--- config.mk ---
export PLATFORM = sky130hd
export DESIGN_NAME = swh_fifo
export DESIGN_NICKNAME = d
export VERILOG_FILES = /design/src/hdl/swh_pkg.sv /design/src/hdl/swh_fifo.sv
export SDC_FILE = /design/constraint.sdc
export NUM_CORES = 1
export LEC_CHECK = 0
export BUFFER_PORTS_ARGS = -buffer_cell sky130_fd_sc_hd__buf_2
export CAP_MARGIN = 20
export CORE_ASPECT_RATIO = 0.6
export CORE_MARGIN = 2
export CORE_UTILIZATION = 35
export DETAILED_ROUTE_END_ITERATION = 10
export PLACE_DENSITY = 0.62
export SLEW_MARGIN = 15
export SYNTH_ARGS = -nofsm -noshare
export SYNTH_HDL_FRONTEND = slang
export SYNTH_SLANG_ARGS = --single-unit
--- constraint.sdc ---
create_clock -name clk_i -period 2.2 [get_ports clk_i]
set_input_delay 0.44 -clock clk_i [delete_from_list [all_inputs] [get_ports clk_i]]
set_output_delay 0.44 -clock clk_i [all_outputs]
set_load 0.03 [all_outputs]
--- src/hdl/swh_pkg.sv ---
// Shared constants, item type and command codes for the sliding window histogram.
package swh_pkg;

  localparam int unsigned WINDOW      = 1024;
  localparam int unsigned VALUE_RANGE = 65536;

  localparam int unsigned VAL_W  = 16;
  localparam int unsigned REP_W  = 11;
  localparam int unsigned FREQ_W = 11;

  localparam int unsigned CNT_W  = $clog2(WINDOW + 1);
  localparam int unsigned CNT_AW = (VALUE_RANGE > 1) ? $clog2(VALUE_RANGE) : 1;
  localparam int unsigned WP_W   = (WINDOW > 1) ? $clog2(WINDOW) : 1;

  localparam int unsigned QDEPTH = 2;
  localparam int unsigned QIDX_W = $clog2(QDEPTH);
  localparam int unsigned QCNT_W = $clog2(QDEPTH + 1);

  typedef enum logic {
    CMD_ADD   = 1'b0,
    CMD_QUERY = 1'b1
  } cmd_e;

  typedef struct packed {
    logic             insert;
    logic             in_range;
    logic [VAL_W-1:0] value;
    logic [REP_W-1:0] reps;
  } item_t;

endpackage

--- src/hdl/swh_fifo.sv ---
// Short work queue between the front end and the back end.
module swh_fifo (
  input  logic           clk_i,
  input  logic           rst_ni,
  input  logic           push_i,
  input  swh_pkg::item_t push_data_i,
  output logic           full_o,
  input  logic           pop_i,
  output swh_pkg::item_t pop_data_o,
  output logic           empty_o
);

  swh_pkg::item_t                mem_q [swh_pkg::QDEPTH];
  logic [swh_pkg::QIDX_W-1:0]    wptr_q;
  logic [swh_pkg::QIDX_W-1:0]    rptr_q;
  logic [swh_pkg::QCNT_W-1:0]    cnt_q;

  assign full_o     = cnt_q == swh_pkg::QCNT_W'(swh_pkg::QDEPTH);
  assign empty_o    = cnt_q == '0;
  assign pop_data_o = mem_q[rptr_q];

  always_ff @(posedge clk_i or negedge rst_ni) begin
    if (!rst_ni) begin
      wptr_q <= '0;
      rptr_q <= '0;
      cnt_q  <= '0;
    end else begin
      if (push_i) begin
        wptr_q <= wptr_q + 1'b1;
      end
      if (pop_i) begin
        rptr_q <= rptr_q + 1'b1;
      end
      if (push_i && !pop_i) begin
        cnt_q <= cnt_q + 1'b1;
      end else if (pop_i && !push_i) begin
        cnt_q <= cnt_q - 1'b1;
      end
    end
  end

  always_ff @(posedge clk_i) begin
    if (push_i) begin
      mem_q[wptr_q] <= push_data_i;
    end
  end

endmodule

# [After elaboration in Yosys (flattened, before gate mapping)]
# Memories as Yosys holds them, arrays and structs flattened.
# Cells that the tools add are included.
[word_totals] register_bits=4 latchBits=0 ramBits=58 rom_bits=0 input_bits=33 out_inout_bits=31 elab_cells=19 memories=1
[memory_table] name="mem_q" depth=2 width=29 rd=1 rd_ports_with_merged_regs=0 wr=1 line_no="swh_fifo.sv:13" text="swh_pkg::item_t mem_q [swh_pkg::QDEPTH];"
[op_classes] add_sub_neg=4 mul=0 n_div=0 magnitude_cmp=0 n_eq_ne=1 shifts=0 mux=4 n_bitwise=0 n_reduce_logical=6
[op_table] operator="two-way mux 2 bit" count=2
[op_table] operator="adder 1 bit (second input constant)" count=2
[op_table] operator="adder 2 x 1 -> 2 bit (second input constant)" count=1
[op_table] operator="equality test 2 bit (second input constant)" count=1
[op_table] operator="logical AND 1 bit" count=2
[op_table] operator="zero test 1 bit" count=2
[op_table] operator="zero test 2 bit" count=1
[op_table] operator="two-way mux 1 bit" count=2
[op_table] operator="nonzero test 2 bit" count=1
[op_table] operator="subtractor 2 x 1 -> 2 bit (second input constant)" count=1

# [Longest topological paths before layout]
[depth] ltp_word=4 ltp_mapped=5

# [Least setup slack after synthesis]
# Ideal clock, no wire load.
[synth_path] path_type="input -> register" from="input port push_i" to="memory mem_q[0][0] (netlist name) (enable)" setup_time_ps=418 arrival_time_ps=1759 required_ps=1782 slack_ps=22 cell_stages=1 cell_sequence="nor2b_1"
[synth_between] elab_chain_len=2
[synth_rtl] element="from (decl)" line_no="swh_fifo.sv:5" text="input logic push_i,"
[synth_rtl] element="two-way mux 1 bit" line_no="swh_fifo.sv:43" text="if (push_i) begin"
[synth_rtl] element="two-way mux 1 bit (implied by the code)" line_no="swh_fifo.sv:44" text="mem_q[wptr_q] <= push_data_i;"
[synth_rtl] element="to (decl)" line_no="swh_fifo.sv:13"
# No other way between the ends.

==> impl_metrics.json <==
{
  "wl_per_cell_microns": 14.5,
  "grt_pass1_wl_microns": 6210,
  "preCtsSetupSlack_ps": 612,
  "worstHoldStart": "push_data_i[25]",
  "finalCriticalPeriod_ps": 1920,
  "die_y_microns": 68.1,
  "final.setup_skew_ps": 3.50,
  "rows": 23,
  "layout_common_cells": "63 x buf_2, 58 x edfxtp_1, 29 x mux2_4",
  "outcome": "complete, no violations",
  "rr_worst_depth": 2,
  "rsz0062_at_grt": "false",
  "syn_inst": 106,
  "startpoint": "rptr_q",
  "drive_above_1_share_pct": 58.8,
  "timing.final.crit_share_pct": 87.4,
  "tightest_slew_ps": 390,
  "netlist.area_leader.share_pct": 72.7,
  "root_buffer": "clkbuf_16",
  "hold_violations": 0,
  "overflow": 0,
  "reg2reg_from": "wptr_q",
  "cts_setup_buffers": 0,
  "cp.arrival_ps": 1480,
  "area_delta_synth_final_pct": 29.7,
  "finalMaxSlewViolations": 0,
  "clock_latency_ps": 320,
  "tns_ps": 0,
  "leakage_nw": 1.29,
  "synthDistinctLibCells": 11,
  "synth_top_cells_by_area": "edfxtp_1 73%, mux2_4 18%, dfrtp_1 4.2%",
  "grt_usage_pct": 11.7,
  "diodes": 0,
  "antenna_found_initial": 0,
  "cts_resized": 0,
  "antenna_left": 0,
  "die_w_microns": 111,
  "synth_seq_area_share_pct": 76.8,
  "layout_commonest_cell": "buf_2",
  "critPathCaptureType": "output port",
  "grt_pass1_vias": 1284,
  "hp-class": "input port to flip-flop",
  "final_area_sq_um": 3110,
  "cts_sinks": 62,
  "ios": 64,
  "start_util_pct": 36.1,
  "clk_pin_slew_ps": 50,
  "grt_max_degree": 30,
  "drc": 0,
  "yosys_warnings": 0,
  "ctsHtreeMaxLevel": 3,
  "dpl.hpwl_microns": 2750,
  "port_buffers": 63,
  "place_inst": 257,
  "drt_first_iter_violations": 17,
  "nets": 216,
  "syn_nets": 140,
  "core_sq_um": 6650,
  "via_count": 1185,
  "p_per_area_nw_per_um2": 1450,
  "ir_worst_vdd_v": 0.000689,
  "power_w": 0.00450,
  "dieArea_sq_um": 7550,
  "worstSetupPathType": "flip-flop to output port",
  "place_area_sq_um": 2830,
  "drt-total-wl_microns": 3980,
  "via_per_inst": 4.32,
  "min_path_cells": 1,
  "max_freq_mhz": 520,
  "required_ps": 1760,
  "ys_seq_elements": 62,
  "maxCapViolations": 0,
  "setup_violations": 0,
  "clockBufferDepth": 2,
  "synth_area_sq_um": 2400,
  "slew_headroom_pct": 74.0,
  "critPathLaunchType": "flip-flop",
  "syn_area_per_cell_sq_um": 22.6,
  "final_cells": 274,
  "cts_buffers": 9,
  "dr.pass1.iters": 4,
  "gp_congestion": 0.656,
  "synth_top_area_cell": "edfxtp_1",
  "cts_tree": "built",
  "critPathMaxFanout": 16,
  "timing.final.ws_setup_ps": 277
}
[cells in the mapped netlist]
cell type,count
xor2_1,4
and2_1,1
ha_1,1
mux2_4,29
xnor2_1,1
nor2_1,2
dfrtp_1,4
nor2b_1,2
buf_6,3
inv_1,1
edfxtp_1,58
[routing by layer]
| layer | GRT usage, % | up-vias | wire length [microns] |
|---|---|---|---|
| met4 | 5.16 | 0 | 67 |
| li1 | - | 559 | - |
| met1 | 12.0 | 567 | 1630 |
| met2 | 18.7 | 53 | 1790 |
| met3 | 8.41 | 6 | 489 |
| met5 | 0 | - | 0 |
[per-stage QoR]
stage / hold slack, ps / util, %
floorplan: 144 / -
global placement: 250 / 42.5
detailed placement: 253 / 42.5
CTS: 290 / 46.8
global route: 293 / 46.8
finish: 303 / 46.8
[layout make-up]
type | count | area [sq um]
clock inverters | 1 | 5.00
multi-input cells | 40 | 526
repair buffers | 68 | 355
clock buffers | 15 | 268
flip-flops and latches | 62 | 1840
inverters | 1 | 3.75
well taps | 87 | 109
fillers | 578 | 3540
[sequential cells by signal, summed over array words and instances (netlist names)]
name	count
rptr_q	1
cnt_q	2
wptr_q	1
mem_q	58
[cells by family (layout without fill, tap and decap cells)]
kind of cell,after synthesis,in the layout,synth area share (%)
multiplexers,29,29,18.2
buffers and inverters,4,85,1.57
adder cells (fa/ha/maj),1,1,0.522
flip-flops,62,62,76.8
AND/OR/NAND/NOR,5,5,1.10
XOR/XNOR,5,5,1.83
[power breakdown]
part / switching, W / internal [W] / total [W]
Combinational: 0.000949 / 0.000637 / 0.00159
Sequential: 0.0000833 / 0.00158 / 0.00166
Clock: 0.000429 / 0.000819 / 0.00125
Total: 0.00146 / 0.00304 / 0.00450
[critical path, stage by stage, from the launching register on]
cell	delay (ps)
dfrtp_2	350
buf_4	290
mux2_4	340
buf_2	180
[worst paths after layout]
kind,endpoint,slack (ps)
min,mem_q[0][25],300
min reg2reg,cnt_q[1],480
max in group asynchronous,rptr_q,1600
min in group asynchronous,cnt_q[0],470
max,pop_data_o[8],280
max reg2reg,mem_q[1][23],930
[what timing repair did]
action,CTS,global route
hold buffers,1,0
endpoints found under the hold margin,4,0
endpoints found under the setup margin,0,0
Power figures use the tool's default switching activity.
