==> src/hdl/swh_pkg.sv <==
// Shared constants, item type and command codes for the sliding window histogram.
package swh_pkg;

  localparam int unsigned WINDOW      = 1024;
  localparam int unsigned VALUE_RANGE = 65536;

  localparam int unsigned VAL_W  = 16;
  localparam int unsigned REP_W  = 11;
  localparam int unsigned FREQ_W = 11;

  localparam int unsigned CNT_W  = $clog2(WINDOW + 1);
  localparam int unsigned CNT_AW = (VALUE_RANGE > 1) ? $clog2(VALUE_RANGE) : 1;
  localparam int unsigned WP_W   = (WINDOW > 1) ? $clog2(WINDOW) : 1;

  localparam int unsigned QDEPTH = 2;
  localparam int unsigned QIDX_W = $clog2(QDEPTH);
  localparam int unsigned QCNT_W = $clog2(QDEPTH + 1);

  typedef enum logic {
    CMD_ADD   = 1'b0,
    CMD_QUERY = 1'b1
  } cmd_e;

  typedef struct packed {
    logic             insert;
    logic             in_range;
    logic [VAL_W-1:0] value;
    logic [REP_W-1:0] reps;
  } item_t;

endpackage

==> src/hdl/swh_front.sv <==
// Front end: accepts input beats, classifies them and pushes work into the queue.
module swh_front (
  input  logic                           in_valid_i,
  output logic                           in_stall_o,
  input  logic                           cmd_i,
  input  logic [swh_pkg::VAL_W-1:0]      value_i,
  input  logic [swh_pkg::REP_W-1:0]      repeat_req_i,
  input  logic                           q_full_i,
  input  logic                           clearing_i,
  output logic                           push_o,
  output swh_pkg::item_t                 item_o
);

  logic is_add;
  logic in_range;
  logic rep_ok;
  logic insert;

  assign is_add   = swh_pkg::cmd_e'(cmd_i) == swh_pkg::CMD_ADD;
  assign in_range = 32'(value_i) < swh_pkg::VALUE_RANGE;
  assign rep_ok   = 32'(repeat_req_i) <= swh_pkg::WINDOW;
  // Out-of-range, oversized or zero-repeat adds degrade to a plain lookup.
  assign insert   = is_add && in_range && rep_ok && (repeat_req_i != '0);

  assign in_stall_o = q_full_i || clearing_i;
  assign push_o     = in_valid_i && !in_stall_o;

  assign item_o.insert   = insert;
  assign item_o.in_range = in_range;
  assign item_o.value    = value_i;
  assign item_o.reps     = insert ? repeat_req_i : '0;

endmodule

==> config.mk <==
export PLATFORM = sky130hd
export DESIGN_NAME = swh_front
export DESIGN_NICKNAME = d
export VERILOG_FILES = /design/src/hdl/swh_pkg.sv /design/src/hdl/swh_front.sv
export SDC_FILE = /design/constraint.sdc
export NUM_CORES = 1
export LEC_CHECK = 0
export BUFFER_PORTS_ARGS = -buffer_cell sky130_fd_sc_hd__buf_2
export CORE_AREA = 2 2 39 41
export DETAILED_ROUTE_END_ITERATION = 10
export DIE_AREA = 0 0 41 43
export GPL_TIMING_DRIVEN = 1
export PLACE_DENSITY = 0.8
export SLEW_MARGIN = 20
export SYNTH_ARGS = -nofsm -noshare
export SYNTH_HDL_FRONTEND = slang
export SYNTH_SLANG_ARGS = --single-unit
==> constraint.sdc <==
create_clock -name vclk -period 1.35
set_input_delay 0 -clock vclk [all_inputs]
set_output_delay 0 -clock vclk [all_outputs]
set_load 0.05 [all_outputs]
## Word-level counts from Yosys, hierarchy flattened

Index checks and enable logic that the tools add are counted.

- Output and inout bits: 31
- Memories: 0
- Bits in writable memories: 0
- Latch bits: 0
- Register bits: 0
- Word-level logic and storage cells: 9
- Input bits: 31
- Memory bits (read-only): 0

- Shift operators: 0
- Divide/modulo/power cells: 0
- Multiply operators: 0
- Reductions and logical operators: 6
- Equality and inequality tests: 0
- Bitwise operators: 1
- Mux-type cells: 1
- $add $sub $neg: 0
- Magnitude comparators: 1

Operators by type and width:

| cell | number |
|---|---|
| <= comparator 11 bit (second input constant) | 1 |
| two-way mux 11 bit | 1 |
| nonzero test 11 bit | 1 |
| logical AND 1 bit | 3 |
| zero test 1 bit | 1 |
| logical OR 1 bit | 1 |
| NOT 1 bit | 1 |

## Logic depth before layout (Yosys ltp)

Gate-level depths: netlist of the first run.

- Word-level depth: 4
- Depth in mapped cells: 4
- Depth with buffers taken out: 3

## Worst setup path before layout of the first run

No wires, ideal clock.

- Path type: input to output
- Start point: in repeat_req_i[10] (netlist name)
- End point: out item_o[6] (netlist name)
- Path buffers: 0
- Arrival time: 1.158 ns
- Required time: 1.350 ns
- Stages on the path: 1
- Path slack: 0.192 ns
- Cell sequence: nor3b_1

- Cells in the longest elaborated chain, start to end: 4
- Elaborated cells between the ends (all ways): 5
- Classes of those cells: order compare: 1; mux: 1; reduce/logical: 3

RTL lines:

| element | RTL line | text |
|---|---|---|
| from (decl) | swh_front.sv:7 | `input logic [swh_pkg::REP_W-1:0] repeat_req_i,` |
| <= comparator 11 bit | swh_front.sv:21 | `assign rep_ok = 32'(repeat_req_i) <= swh_pkg::WINDOW;` |
| logical AND 1 bit | swh_front.sv:23 | `assign insert = is_add && in_range && rep_ok && (repeat_req_i != '0);` |
| logical AND 1 bit * | swh_front.sv:23 |  |
| two-way mux 11 bit * | swh_front.sv:31 | `assign item_o.reps = insert ? repeat_req_i : '0;` |
| to (decl) | swh_front.sv:11 | `output swh_pkg::item_t item_o` |

Mark *: on every way between the ends. The rest lies on a longest branch, timed or not.

==> metrics.txt, run 1 <==
WL final=roughly 590 um; Ys Warns=0; Hold Crit Class=input port to output pin; pwr dens=a little over 400 nW/um2; GRT Total Usage=between 5 and 6%; fmax=between 900 and 1000 MHz; GR Util met2=between 10% and 20%; top cells by area, synth=buf_4, and2_1, nor3b_1; post-synthesis cell area=about 280 um2; starting density of the core=20.5%; startpoint class of the critical path=input port; GPL Wtd Cong=between 0.6 and 0.7; initial drt markers=1; Yosys top cell by area=buf_4; met3 usage=0.524%; RSZ-0062 raised after global routing=false; GR Overflow Total=0; WP data required=around 1.4 ns; DRC violations left=0; Syn Inst Count=40; Worst VDD drop=around 0.086 mV; DR WL/cell=8.82 um; P&R area growth vs syn=10.6%; die height=between 40 and 50 um; Final Cycle Share=77.9%; GR peak layer=met2; final count of hold timing violations=0; DR vias/cell=~4.3; fraction of layout cells with a size suffix above 1=64.7%; Setup TNS=0 ns; register cell area after layout=0 um2; placed insts=67; row count=14; vias post-DR=288; Diodes inserted=0; post-CTS resize count=0; core outline area=around 1400 um2; MaxCap Viol Count=0; fin util=22.7%; DR pass1 iterations=2; Die X=roughly 40 um; Netlist cell types=12; # hold bufs at CTS=0; status=finished, final reports clean; initial antenna violation count=0; Pleak=~0.18 nW; Synth top area share=between 40 and 50%; Slew Limit Fails=0; DRT antenna net count=0; Seq cells=0; Mapped Nets=71; Final nets=84; Hold Path Origin=value_i[4]; Post-CTS Setup Bufs=0; Critical Path Sink Type=output pin; worst hold path stage count=0; global-route wire length before repair=between 700 and 800 um; commonest non-fill, non-tap cells in the layout=buf_2, and2_1, nor3b_1; die area=between 1500 and 2000 um2; final setup fails=0; Port Buffers=29; Ports=between 60 and 70; sink of the worst hold path=item_o[15]; global routing usage on met1=between 5 and 6%; largest net degree at the start of global routing=8; number of global-route vias before repair=about 210; non-filler cells in the finished layout=67; most common cell after layout, fill and taps aside=buf_2; Hold Slack=between 0.000015 and 0.00002 ns; Synth Area per Inst=7.10 um2; Crit Path Max Fanout=2; kind of critical path=input port to output pin; Final Power=about 130 uW; Seq/Total Area, Yosys=0%; time the worst path needs with I/O delays and setup=~1.1 ns; WP data arrival=approximately 1.1 ns; clkbuf count=0
==> critical path, stage by stage <==
cell and delay [ns]:
buf_2 0.11, nor4_2 0.28, nand3_1 0.14, mux2_1 0.32, buf_2 0.21
==> routing by layer <==
metal | up-vias | share of wire [%]
li1 | 132 | -
met1 | 119 | 34
met2 | 33 | 43
met3 | 4 | 19
met4 | 0 | 3.4
met5 | - | 0
==> logic make-up after synthesis <==
family                 count (synthesis)  share of synthesized area, %
buffers and inverters                 19                          48.9
muxes                                  1                          3.96
other                                  1                          1.32
and+or+nand+nor                       19                          45.8
==> worst max path at each step <==
stage,start,end,depth (start not counted)
CTS,repeat_req_i[6],item_o[28],5
floorplan,repeat_req_i[10],item_o[6],1
global placement,repeat_req_i[1],item_o[28],5
detailed placement,repeat_req_i[6],item_o[28],5
finish,repeat_req_i[6],item_o[28],5
global route,repeat_req_i[6],item_o[28],5
==> per-stage QoR <==
| step | worst slack (ns) | area, um2 |
|---|---|---|
| after global routing | 0.230 | 314 |
| after global placement | 0.275 | 314 |
| after CTS | 0.270 | 314 |
| final | 0.298 | 314 |
| after floorplan | 0.192 | 284 |
| after detailed placement | 0.272 | 314 |
==> synth_stat cells <==
| library cell | instances |
|---|---|
| conb_1 | 1 |
| nor2b_1 | 1 |
| buf_4 | 18 |
| mux2_1 | 1 |
| nor4_2 | 2 |
| inv_1 | 1 |
| and2_1 | 6 |
| nor2_1 | 3 |
| and2b_2 | 1 |
| nor3b_1 | 4 |
| nand3_1 | 1 |
| or2_2 | 1 |
==> report_power, final <==
part / switching [mW] / internal (mW) / total [mW]
clock network: 0 / 0 / 0
registers: 0 / 0 / 0
logic: 0.0898 / 0.0376 / 0.127
total: 0.0898 / 0.0376 / 0.127
==> final cells by class <==
| cell class | count | area [um2] |
|---|---|---|
| tap | 16 | 20.0 |
| timing repair buffer | 29 | 145 |
| fill | 158 | 1070 |
| inverter | 1 | 3.75 |
| multi-input combinational | 21 | 145 |
Note: power is estimated with default switching activity, not from simulation.
==> run 2: changes to the inputs <==
--- a/config.mk
+++ b/config.mk
@@ -10,7 +10,7 @@
 export DETAILED_ROUTE_END_ITERATION = 10
 export DIE_AREA = 0 0 41 43
 export GPL_TIMING_DRIVEN = 1
-export PLACE_DENSITY = 0.8
+export PLACE_DENSITY = 0.83
 export SLEW_MARGIN = 20
 export SYNTH_ARGS = -nofsm -noshare
 export SYNTH_HDL_FRONTEND = slang
==> constraint.sdc (replaced) <==
create_clock -name vclk -period 0.9
set_input_delay 0 -clock vclk [all_inputs]
set_output_delay 0 -clock vclk [all_outputs]
set_load 0.05 [all_outputs]
==> run 2 against run 1 <==
The run now ends with negative setup slack left; setup slack got worse by 0.36 ns; routed wire length rose by 16%; core utilization rose by 8.9 points; critical path depth did not move; combinational power rose by 90%; count of clock-buffer cells in the layout did not move; global-route usage rose by 1.7 points; final cell count rose by 4.5%; non-clock buffer count rose by 3; critical endpoint unchanged; largest cell class is now non-clock buffers.
==> metrics.txt, run 2 (synthesized netlist as in run 1, its figures left out) <==
die area=between 1500 and 2000 um2; failing checks=negative setup slack; startpoint class of the critical path=input port; register cell area after layout=0 um2; die height=43 um; row count=14; WL final=between 600 and 700 um; DR WL/cell=9.76 um; DR pass1 iterations=2; worst-path cell chain=buf_8, nor4_4, nand3_2, mux2_4, buf_8; RSZ-0062 raised after global routing=true; DRC violations left=0; Worst path most repeated cell=buf_8; fin util=31.6%; GPL Wtd Cong=~0.70; DRT antenna net count=0; Hold Path Origin=value_i[4]; most common cell after layout, fill and taps aside=buf_2; fraction of layout cells with a size suffix above 1=about 81%; final count of hold timing violations=0; sink of the worst hold path=item_o[15]; commonest non-fill, non-tap cells in the layout=buf_2, and2_1, nor3b_2; initial drt markers=1; Die X=approximately 41 um; fmax=1040 MHz; Final Cycle Share=106%; worst hold path stage count=0; Pleak=roughly 0.23 nW; Ports=62; number of fill cells in the layout=between 100 and 150; P&R area growth vs syn=53.7%; initial antenna violation count=0; Port Buffers=29; number of global-route vias before repair=~280; WP data required=roughly 0.90 ns; dpl ws=-0.191 ns; WP data arrival=approximately 0.96 ns; Slew Limit Fails=0; vias post-DR=around 300; kind of critical path=input port to output pin; Seq cells=0; core outline area=roughly 1400 um2; Critical Path Sink Type=output pin; largest net degree at the start of global routing=8; Final nets=87; Worst VDD drop=around 0.19 mV; clkbuf count=0; PnR worst setup slack=-0.0583 ns; pwr dens=552 nW/um2; global-route wire length before repair=approximately 1000 um; GR Overflow Total=0; crit path max-delay cell type=mux2_4; GRT Total Usage=under 10%; # hold bufs at CTS=0; status=finished, violations left; final setup fails=1; hpwl dp=around 600 um; starting density of the core=20.5%; crit-path max cell delay=between 0.3 and 0.4 ns; DR vias/cell=roughly 4.3; time the worst path needs with I/O delays and setup=between 0.9 and 1 ns; Crit Path Max Fanout=2; MaxCap Viol Count=0; Diodes inserted=0; Hold Crit Class=input port to output pin
[run 2: cell types whose count changed in the layout (fill, tap and decap cells not counted), moves of 3 or more]
cell	previous run	this run
nor3b_1	4	0
buf_6	0	3
nor3b_2	0	4
buf_8	0	3
buf_4	0	3
buf_2	29	23
[run 2: where the power goes]
group,internal (mW),switching (mW)
Clock,0,0
Combinational,0.0899,0.151
Sequential,0,0
[run 2: critical path: cells and delay by family]
family | cells | cell delay (ns)
buf+inv | 2 | 0.25
mux | 1 | 0.32
simple gates | 2 | 0.39
[run 2: metal layers]
layer	wire [um]	GRT usage, %
met3	91	1.05
met5	0	0
met1	211	6.33
met4	6	2.67
met2	373	15.3
[run 2: metrics by stage]
stage	std cells	TNS [ns]	cell area, um2	hold WS (ns)	power (mW)
floorplan	40	0	307	0.101	0.327
global placement	69	-0.246	352	0.000341	0.205
detailed placement	69	-0.321	352	0.000341	0.209
CTS	70	-0.0840	430	0.000341	0.243
global route	70	-0.162	437	0.000135	0.256
finish	70	-0.0583	437	0.0000180	0.241
[run 2: worst max path at each step]
stage / from / end / slack (ns) / depth (start not counted)
6_report: repeat_req_i[5] / item_o[28] / -0.06 / 5
5_1_grt: repeat_req_i[9] / item_o[28] / -0.13 / 5
4_1_cts: repeat_req_i[9] / item_o[28] / -0.08 / 5
3_5_place_dp: repeat_req_i[6] / item_o[28] / -0.19 / 5
3_3_place_gp: repeat_req_i[1] / item_o[28] / -0.15 / 5
2_1_floorplan: clearing_i / push_o / 0.01 / 2
[run 2: layout make-up]
cell class                 instances  area, um2  area share, %
inverter                           1       3.75          0.860
multi-input combinational         21        196           45.0
tap                               16       20.0           4.58
timing repair buffer              32        216           49.6
[run 2: repair_timing]
| action | in CTS | in global routing |
|---|---|---|
| setup buffers | 1 | 0 |
| pin swaps | 3 | 0 |
| endpoints found under the setup margin | 2 | 7 |
| resized for setup | 16 | 2 |
==> run 3: changes to the inputs <==
--- a/config.mk
+++ b/config.mk
@@ -5,12 +5,14 @@
 export SDC_FILE = /design/constraint.sdc
 export NUM_CORES = 1
 export LEC_CHECK = 0
+export ABC_AREA = 1
+export ABC_CLOCK_PERIOD_IN_PS = 900
 export BUFFER_PORTS_ARGS = -buffer_cell sky130_fd_sc_hd__buf_2
-export CORE_AREA = 2 2 39 41
+export CORE_MARGIN = 2
+export CORE_UTILIZATION = 27
 export DETAILED_ROUTE_END_ITERATION = 10
-export DIE_AREA = 0 0 41 43
 export GPL_TIMING_DRIVEN = 1
-export PLACE_DENSITY = 0.83
+export PLACE_DENSITY = 0.88
 export SLEW_MARGIN = 20
 export SYNTH_ARGS = -nofsm -noshare
 export SYNTH_HDL_FRONTEND = slang
==> run 3 against run 2 <==
First-iteration DRC count grew to 3.0 times the previous value; maximum frequency decreased by 1.1%; sequential share of layout area unchanged; critical endpoint is now item_o[9]; final cell count rose by 33%; die area is 3.0% lower; the flow still finishes with violations (negative setup slack).
==> metrics.txt, run 3 <==
GPL Wtd Cong=~0.81; Psw=about 210 uW; final setup fails=11; Diodes inserted=0; die height=a little over 40 um; area occupied by multi-input gates=280 um2; post-synthesis cell area=377 um2; Final Cycle Share=108%; number of global-route vias before repair=358; Clock power frac=0%; starting density of the core=around 29%; kind of critical path=input port to output pin; WP data required=approximately 0.90 ns; Gate power share=100.0%; largest net degree at the start of global routing=8; DR WL/cell=~11 um; startpoint class of the critical path=input port; Int Pwr=between 150 and 200 uW; WP data arrival=0.97 ns; global-route wire length before repair=~1.4 mm; pwr dens=approximately 520 nW/um2; Ys Warns=0; MaxCap Viol Count=0; global routing usage on met1=about 11%; Critical Path Sink Type=output pin; Syn Inst Count=between 60 and 70; crit path max-delay cell type=buf_12; Synth Area per Inst=just over 6 um2; Reg power frac=0%; Post-synth top cells=buf_4, inv_1, nor2_2, nand2_1; DRT antenna net count=0; row count=13; crit-path max cell delay=approximately 0.16 ns; Ports=between 60 and 70; sw frac=between 50% and 60%; fraction of layout cells with a size suffix above 1=76.9%; initial drt markers=3; DR pass1 iterations=3; dpl ws=-0.217 ns; Final nets=between 100 and 150; RSZ-0062 raised after global routing=true; core outline area=1300 um2; GR Overflow Total=0; Port Buffers=29; vias post-DR=399; P&R area growth vs syn=90.0%; final count of hold timing violations=0; DR vias/cell=approximately 4.3; die area=around 1700 um2; number of fill cells in the layout=121; DRC violations left=0; initial antenna violation count=0; GR Util met2=approximately a quarter; Yosys top cell by area=buf_4; Die X=41.3 um; GRT Total Usage=approximately an eighth; count leader, synth=buf_4; clkbuf count=0; Hold Path Origin=value_i[2]; Seq/Total Area, Yosys=0%; Pleak=0.352 nW; Synth top area share=roughly 36%; Netlist cell types=15; hpwl dp=roughly 840 um; status=finished, violations left; register cell area after layout=0 um2; failing checks=negative setup slack; fmax=between 1000 and 1500 MHz; GR peak layer=met2; Mapped Nets=between 90 and 100; Crit Path Max Fanout=7; worst hold path stage count=0; PnR worst setup slack=-0.0691 ns; Slew Limit Fails=0; time the worst path needs with I/O delays and setup=~0.97 ns; fin util=55.0%; Hold Crit Class=input port to output pin; commonest non-fill, non-tap cells in the layout=buf_6, nor2_4, inv_1; most common cell after layout, fill and taps aside=buf_6; Worst VDD drop=0.214 mV; # hold bufs at CTS=0; met3 usage=less than 1%; WL final=roughly 1.1 mm; sink of the worst hold path=item_o[13]; Seq cells=0; top cells by area, synth=buf_4, nor2_2, inv_1; worst-path cell chain=buf_6, nor2_4, nand3_2, o21bai_4, nand3_4, buf_12, nor2_4, buf_6
## run 3: metal layers
metal  share of wire, %  up-vias
li1                   -      188
met5                  0        -
met3                9.8        4
met2                 57       31
met1                 29      176
met4                3.8        0
## run 3: kinds of logic (layout without fill, tap and decap cells)
group           after synthesis  after routing  share of synthesized area [%]
buf+inv                      34             50                           53.8
compound gates                1              1                           2.99
simple gates                 26             26                           42.2
other cells                   1              1                          0.996
## run 3: worst max path at each step
stage | startpoint | end | slack (ns) | cells after the start
after floorplan | repeat_req_i[1] | item_o[2] | -0.07 | 6
after global placement | repeat_req_i[1] | item_o[3] | -0.14 | 8
after detailed placement | repeat_req_i[1] | item_o[9] | -0.22 | 8
after CTS | repeat_req_i[5] | item_o[9] | -0.13 | 8
after global routing | repeat_req_i[4] | item_o[9] | -0.13 | 8
final | repeat_req_i[0] | item_o[9] | -0.07 | 8
## run 3: final cells by class
cell class	count	area share, %
inverter	15	8.22
multi-input combinational	28	39.2
tap	15	2.62
timing repair buffer	35	50.0
## run 3: timing repair
| item | in CTS | in global routing |
|---|---|---|
| gates resized for setup | 57 | 11 |
| pin swaps | 13 | 10 |
| buffers inserted | 1 | 0 |
| endpoints found under the setup margin | 11 | 12 |
## run 3: per-stage QoR
step                TNS [ns]  hold slack, ns  power (mW)  cell area [um2]  instances
floorplan             -0.580           0.154       0.362              382         62
global placement       -1.37        0.000341       0.242              437         92
detailed placement     -2.05        0.000341       0.250              437         92
CTS                   -0.995        0.000341       0.355              677         93
global route           -1.27       0.0000718       0.389              716         93
finish                -0.620       0.0000220       0.369              716         93
## run 3: power groups by stage
stage               sequential, mW  clock, mW  combinational [mW]
floorplan                        0          0               0.362
global placement                 0          0               0.242
detailed placement               0          0               0.250
CTS                              0          0               0.355
global route                     0          0               0.389
finish                           0          0               0.369
## run 3: critical path: cells and delay by family
| kind | cells | cell delay [ns] |
|---|---|---|
| AO/OA/AOI/OAI | 1 | 0.15 |
| AND/OR/NAND/NOR | 4 | 0.39 |
| buffers and inverters | 3 | 0.42 |
